<file path="config.mk">
export PLATFORM = sky130hd
export DESIGN_NAME = triaxial_peak_density_counter_top
export DESIGN_NICKNAME = d
export VERILOG_FILES = /design/src/hw/rtl/tpdc_pkg.sv /design/src/hw/rtl/triaxial_peak_density_counter_top.sv /design/src/hw/rtl/tpdc_lane.sv
export SDC_FILE = /design/constraint.sdc
export NUM_CORES = 2
export LEC_CHECK = 0
export ABC_AREA = 1
export BUFFER_PORTS_ARGS = -buffer_cell sky130_fd_sc_hd__buf_2
export CAP_MARGIN = 30
export CORE_ASPECT_RATIO = 0.6
export CORE_MARGIN = 8
export CORE_UTILIZATION = 54
export CTS_CLUSTER_SIZE = 24
export DETAILED_ROUTE_END_ITERATION = 7
export GPL_TIMING_DRIVEN = 0
export HOLD_SLACK_MARGIN = 0.12
export PLACE_DENSITY = 0.74
export SYNTH_ARGS = -nofsm -noshare
export SYNTH_HDL_FRONTEND = slang
export SYNTH_SLANG_ARGS = --single-unit
</file>
<file path="constraint.sdc">
create_clock -name clk -period 10.71 [get_ports clk]
set_clock_uncertainty 0.1 [all_clocks]
set_input_delay 2.142 -clock clk [delete_from_list [all_inputs] [get_ports clk]]
set_output_delay 2.142 -clock clk [all_outputs]
set_load 0.02 [all_outputs]
</file>
<file path="src/hw/rtl/tpdc_pkg.sv">
// tpdc_pkg: shared types and constants of the triaxial peak density counter
// no dependencies; imported by tpdc_lane and triaxial_peak_density_counter_top
`default_nettype none

package tpdc_pkg;

	localparam int SampleW = 16;
	localparam int CountW  = 16;
	localparam int ThreshW = 10;
	localparam int CfgIdxW = 2;
	localparam int CfgDataW = 16;

	// register indexes of the configuration port
	localparam logic [CfgIdxW-1:0] CFG_THRESHOLD = 2'd0;
	localparam logic [CfgIdxW-1:0] CFG_WINDOW    = 2'd1;

	// reset values: threshold 307/256 ~ 1.20, window of 500 samples
	localparam logic [ThreshW-1:0] THRESHOLD_RESET = 10'd307;
	localparam logic [CountW-1:0]  WINDOW_RESET    = 16'd500;

	typedef logic signed [SampleW-1:0] sample_t;
	typedef logic [CountW-1:0] count_t;
	typedef logic [ThreshW-1:0] thresh_t;

	typedef struct packed {
		sample_t accel_x;
		sample_t accel_y;
		sample_t accel_z;
	} in_word_t;

	typedef struct packed {
		count_t peak_count_x;
		count_t peak_count_y;
		count_t peak_count_z;
	} out_word_t;

	// per-sample control shared by the three lanes
	typedef struct packed {
		logic step;   // a sample is consumed this cycle
		logic test;   // window holds at least three samples, peak test is live
		logic clear;  // window closes, totals restart at zero
	} lane_ctrl_t;

endpackage

`default_nettype wire

</file>
<file path="src/hw/rtl/triaxial_peak_density_counter_top.sv">
// triaxial_peak_density_counter_top: window control, config registers, word registers
// depends on tpdc_pkg and tpdc_lane
`default_nettype none

// channel | direction | handshake            | word
// in      | input     | in_valid / in_stall  | in_word_t: accel_x, accel_y, accel_z
// out     | output    | out_valid / out_stall| out_word_t: peak_count_x/y/z
// cfg     | input     | cfg_valid / cfg_ready| cfg_index, cfg_data
//
// one sample word per cycle while in_stall is low: a word is held in the input
// register, the three lane compares and the window count run on it there, and a
// closing window lands in the output register as the word leaves the input register
// reset clears the counters, histories and valid bits; config takes its defaults
// a waiting output word only holds back the input when the word in the input
// register would close another window

module triaxial_peak_density_counter_top
	import tpdc_pkg::*;
(
	input  wire logic                clk,
	input  wire logic                arst_n,
	// sample words
	input  wire logic                in_valid,
	output logic                     in_stall,
	input  wire in_word_t            in_word,
	// window totals
	output logic                     out_valid,
	input  wire logic                out_stall,
	output out_word_t                out_word,
	// configuration writes
	input  wire logic                cfg_valid,
	output logic                     cfg_ready,
	input  wire logic [CfgIdxW-1:0]  cfg_index,
	input  wire logic [CfgDataW-1:0] cfg_data
);

	// config registers
	thresh_t threshold_q;
	count_t  window_q;

	// input register
	logic     valid_s1;
	in_word_t word_s1;

	// window state and output register
	count_t    sample_count_q;
	logic      out_valid_q;
	out_word_t out_word_q;

	count_t     count_next;
	logic       emit;
	logic       advance;
	lane_ctrl_t ctrl;
	count_t     cnt_x;
	count_t     cnt_y;
	count_t     cnt_z;

	assign cfg_ready = 1'b1;

	always_ff @(posedge clk or negedge arst_n) begin
		if (!arst_n) begin
			threshold_q <= THRESHOLD_RESET;
			window_q    <= WINDOW_RESET;
		end else if (cfg_valid && cfg_ready) begin
			unique case (cfg_index)
				CFG_THRESHOLD: threshold_q <= cfg_data[ThreshW-1:0];
				CFG_WINDOW:    window_q    <= cfg_data;
				default: ;  // unused index, write dropped
			endcase
		end
	end

	// window count wraps modulo 2^16
	assign count_next = sample_count_q + count_t'(1);
	assign emit       = (count_next == window_q);

	// the word in s1 moves on unless it would close a window onto a held output
	assign advance  = valid_s1 && !(emit && out_valid_q && out_stall);
	assign in_stall = valid_s1 && !advance;

	always_ff @(posedge clk or negedge arst_n) begin
		if (!arst_n) begin
			valid_s1 <= 1'b0;
		end else if (!in_stall) begin
			valid_s1 <= in_valid;
		end
	end

	always_ff @(posedge clk) begin
		if (!in_stall && in_valid) begin
			word_s1 <= in_word;
		end
	end

	// peak test only once three samples are in the window
	assign ctrl.step  = advance;
	assign ctrl.test  = (count_next > count_t'(2));
	assign ctrl.clear = emit;

	tpdc_lane u_lane_x (
		.clk       (clk),
		.arst_n    (arst_n),
		.ctrl      (ctrl),
		.threshold (threshold_q),
		.sample    (word_s1.accel_x),
		.count     (cnt_x)
	);

	tpdc_lane u_lane_y (
		.clk       (clk),
		.arst_n    (arst_n),
		.ctrl      (ctrl),
		.threshold (threshold_q),
		.sample    (word_s1.accel_y),
		.count     (cnt_y)
	);

	tpdc_lane u_lane_z (
		.clk       (clk),
		.arst_n    (arst_n),
		.ctrl      (ctrl),
		.threshold (threshold_q),
		.sample    (word_s1.accel_z),
		.count     (cnt_z)
	);

	// a closed window restarts the count at one, not zero
	always_ff @(posedge clk or negedge arst_n) begin
		if (!arst_n) begin
			sample_count_q <= '0;
		end else if (advance) begin
			sample_count_q <= emit ? count_t'(1) : count_next;
		end
	end

	always_ff @(posedge clk or negedge arst_n) begin
		if (!arst_n) begin
			out_valid_q <= 1'b0;
		end else if (advance && emit) begin
			out_valid_q <= 1'b1;
		end else if (!out_stall) begin
			out_valid_q <= 1'b0;
		end
	end

	always_ff @(posedge clk) begin
		if (advance && emit) begin
			out_word_q.peak_count_x <= cnt_x;
			out_word_q.peak_count_y <= cnt_y;
			out_word_q.peak_count_z <= cnt_z;
		end
	end

	assign out_valid = out_valid_q;
	assign out_word  = out_word_q;

endmodule

`default_nettype wire

</file>
<file path="src/hw/rtl/tpdc_lane.sv">
// tpdc_lane: one axis, two-sample history, peak compare and saturating total
// depends on tpdc_pkg
`default_nettype none

module tpdc_lane
	import tpdc_pkg::*;
(
	input  wire logic       clk,
	input  wire logic       arst_n,
	input  wire lane_ctrl_t ctrl,
	input  wire thresh_t    threshold,
	input  wire sample_t    sample,
	output count_t          count
);

	sample_t hist0_q;  // oldest
	sample_t hist1_q;  // middle
	count_t  acc_q;

	logic signed [26:0] mid_scaled;
	logic signed [26:0] left_prod;
	logic signed [26:0] right_prod;
	logic signed [26:0] thr_ext;
	logic               peak;

	assign thr_ext    = 27'(signed'({1'b0, threshold}));
	assign mid_scaled = 27'(hist1_q) <<< 8;
	assign left_prod  = 27'(hist0_q) * thr_ext;
	assign right_prod = 27'(sample) * thr_ext;
	assign peak       = (mid_scaled > left_prod) && (mid_scaled > right_prod);

	// total including this sample, saturating
	assign count = (ctrl.test && peak && (acc_q != '1)) ? acc_q + count_t'(1) : acc_q;

	always_ff @(posedge clk or negedge arst_n) begin
		if (!arst_n) begin
			hist0_q <= '0;
			hist1_q <= '0;
			acc_q   <= '0;
		end else if (ctrl.step) begin
			hist0_q <= hist1_q;
			hist1_q <= sample;
			acc_q   <= ctrl.clear ? '0 : count;
		end
	end

endmodule

`default_nettype wire
</file>
==> out/metrics.csv <==
stage,metric,value,unit
global_route,grt.overflow.total,0,
die,io_pins,122,
global_route,grt_pass1_wl,262,mm
clocking,cts_buffers,35,
min_path,holdCritPathClass,register to register,
die,die_y,260,microns
setup_path,path_max_fanout,11,
layout,fillers,8798,
sta,layout_setup_ws,0.440,ns
setup_path,reg2reg_from,threshold_q[4]$_DFFE_PN1P_,
clocking,cts_sinks,284,
setup_path,reg2reg_slack,0.44,ns
synthesis,netlist_area,53400,sq um
global_route,track_usage,30.8,%
synthesis,ys_warn_count,0,
layout,nets,8500,
sta,min_period_over_period,95.9,%
global_route,grt_max_degree,82,
detailed_routing,post_drt_wl_per_cell,20.0,microns
setup_path,arrival,10.54,ns
detailed_routing,drc_errors,0,
min_path,min_from,u_lane_x.hist0_q[6]$_DFFE_PN0P_,
sta,hold_viol,0,
detailed_routing,vias,45700,
sta,slew_headroom,18.7,%
sta,worstMarginPinSlew,1.22,ns
synthesis,syn_area_per_cell,7.78,sq um
synthesis,ys_ff_latch,284,
sta,finalSetupViolCount,0,
setup_path,worstSetupStartpointType,register,
setup_path,worstRegToRegCells,34,
detailed_routing,vias_per_cell,5.42,
die,chipWidth,422,microns
synthesis,ys_seq_area_share,14.2,%
layout,fin_util,58.8,%
die,start_util,54.4,%
setup_path,worstPathRequired,10.98,ns
synthesis,synth_ff_type,dfrtp_1,
setup_path,slowest_delay,0.82,ns
sta,fin_crit,10.27,ns
placement,dp_slack,0.126,ns
detailed_routing,drt-total-wl,168,mm
sta,drv_slew,0,
layout,syn_to_final_growth,8.06,%
setup_path,r2r-end,out_word[24]$_DFFE_PP_,
synthesis,async_flop_share,66.2,%
clocking,cts-root-buf,clkbuf_16,
setup_path,path_common_cell,nand2_1,
min_path,min_to,u_lane_x.hist0_q[6]$_DFFE_PN0P_,
detailed_routing,drt_iter0_drc,5251,
setup_path,slowest_stage,buf_1,
global_route,antenna_found_initial,6,
clocking,hold_buffers,0,
detailed_routing,firstDrtPassIters,7,
detailed_routing,final_antenna_net_count,0,
die,rows,89,
synthesis,syn_nets,8292,
synthesis,syn_inst,6866,
setup_path,crit_type,register to register,
setup_path,end_kind,register,
min_path,hold_depth,2,
clocking,cts_buffer_depth,3,
clocking,cts_tree,built,
layout,final_layout_size_suffix_gt1_share,4.25,%
clocking,cts_max_level,2,
synthesis,ys_types,48,
placement,placed_cell_area,56400,sq um
layout,design_area,57700,sq um
clocking,clock_latency,0.61,ns
die,fp.dieArea,110000,sq um
sta,max_freq,97.4,MHz
placement,dp_hpwl,141,mm
sta,hold_ws,0.369,ns
flow_run,maxCapViolations,0,
synthesis,synth_enable_flop_cells,96,
placement,routabilityCongestion,1.00,
clocking,clk_pin_slew_worst_paths,0.06,ns
placement,portBuffers,120,
die,design.core.area,98100,sq um
global_route,first_global_vias,45100,
run_status,status,"complete, no violations",
stage by stage:
step / TNS [ns] / std cells
after floorplan: 0 / 6866
after global placement: -6.76 / 8305
after detailed placement: 0 / 8347
after CTS: 0 / 8411
after global routing: -0.0105 / 8421
final: 0 / 8426
how the worst max path moves through the flow:
stage | start | endpoint | depth (start not counted)
finish | threshold_q[4]$_DFFE_PN1P_ | out_word[24]$_DFFE_PP_ | 34
global placement | threshold_q[0]$_DFFE_PN1P_ | out_word[14]$_DFFE_PP_ | 34
floorplan | threshold_q[5]$_DFFE_PN1P_ | out_word[14]$_DFFE_PP_ | 36
detailed placement | threshold_q[5]$_DFFE_PN1P_ | out_word[14]$_DFFE_PP_ | 36
global route | threshold_q[4]$_DFFE_PN1P_ | out_word[14]$_DFFE_PP_ | 37
CTS | threshold_q[5]$_DFFE_PN1P_ | out_word[14]$_DFFE_PP_ | 36
area by class of cell:
cell class	count	area, sq um	area share (%)
diodes	6	15.0	0.0260
inverters	1816	6820	11.8
multi-input cells	4498	37900	65.7
well taps	1319	1650	2.86
repair buffers	174	1450	2.51
clock inverters	27	278	0.481
plain buffers	265	1070	1.86
flip-flops and latches	284	7600	13.2
clock buffers	37	905	1.57
critical path, delay by kind of cell, from the launching register on:
kind / cells / cell delay, ns
AO/OA/AOI/OAI: 1 / 0.11
XOR/XNOR: 1 / 0.30
adder cells (fa/ha/maj): 7 / 2.99
buffers and inverters: 8 / 2.60
flip-flops: 1 / 0.53
AND/OR/NAND/NOR: 17 / 3.37
what timing repair did:
item                       4_1_cts  5_1_grt
buffers inserted                 0        0
resized for setup                0        7
setup endpoints to repair        0       20
kinds of logic after synthesis:
logic type | count (synthesis) | synth area share (%)
AO/OA/AOI/OAI | 410 | 4.31
XOR/XNOR | 203 | 3.33
adder cells (fa/ha/maj) | 1355 | 44.0
buffers and inverters | 2084 | 14.8
flip-flops | 284 | 14.2
multiplexers | 3 | 0.0633
other | 1 | 0.00702
AND/OR/NAND/NOR | 2526 | 19.3
routing by layer:
layer,track usage [%],vias to the layer above,part of all wire [%]
met2,40.6,2608,38
li1,-,20600,-
met1,44.9,22100,43
met3,13.0,350,15
met5,1.49,-,0.23
met4,10.1,14,3.6
cell usage in the layout (no fill, tap or decap), types with 28 or more instances in the layout:
cell type | synthesis | layout
buf_8 | 0 | 32
nand3_1 | 243 | 243
nand4_1 | 90 | 90
edfxtp_1 | 96 | 96
clkbuf_1 | 212 | 207
nand2_1 | 1882 | 1882
fa_1 | 870 | 870
nor2_1 | 192 | 191
o21ai_0 | 116 | 116
clkbuf_16 | 0 | 36
o21bai_1 | 28 | 28
nor3_1 | 44 | 44
dfrtp_1 | 177 | 177
a21oi_1 | 195 | 195
buf_2 | 21 | 140
ha_1 | 485 | 485
xor2_1 | 130 | 130
xnor2_1 | 73 | 73
inv_1 | 1814 | 1813
cells in the mapped netlist (7+ instances only):
cell type | n | area, sq um
a21boi_0 | 7 | 52.6
a21o_1 | 17 | 128
a21oi_1 | 195 | 976
a221oi_1 | 8 | 70.1
a31oi_1 | 11 | 68.8
and2_1 | 17 | 106
buf_1 | 24 | 90.1
buf_2 | 21 | 105
buf_4 | 10 | 75.1
clkbuf_1 | 212 | 796
dfrtp_1 | 177 | 4430
dfstp_2 | 11 | 289
edfxtp_1 | 96 | 2880
fa_1 | 870 | 17400
ha_1 | 485 | 6070
inv_1 | 1814 | 6810
nand2_1 | 1882 | 7060
nand3_1 | 243 | 1220
nand3b_1 | 12 | 90.1
nand4_1 | 90 | 563
nor2_1 | 192 | 721
nor3_1 | 44 | 220
nor4_1 | 24 | 150
o211ai_1 | 11 | 82.6
o21a_1 | 8 | 60.1
o21ai_0 | 116 | 581
o21bai_1 | 28 | 210
xnor2_1 | 73 | 639
xor2_1 | 130 | 1140
Power is not shown: default switching activity piles up to over one toggle a cycle in this logic, so the estimate is an artifact.
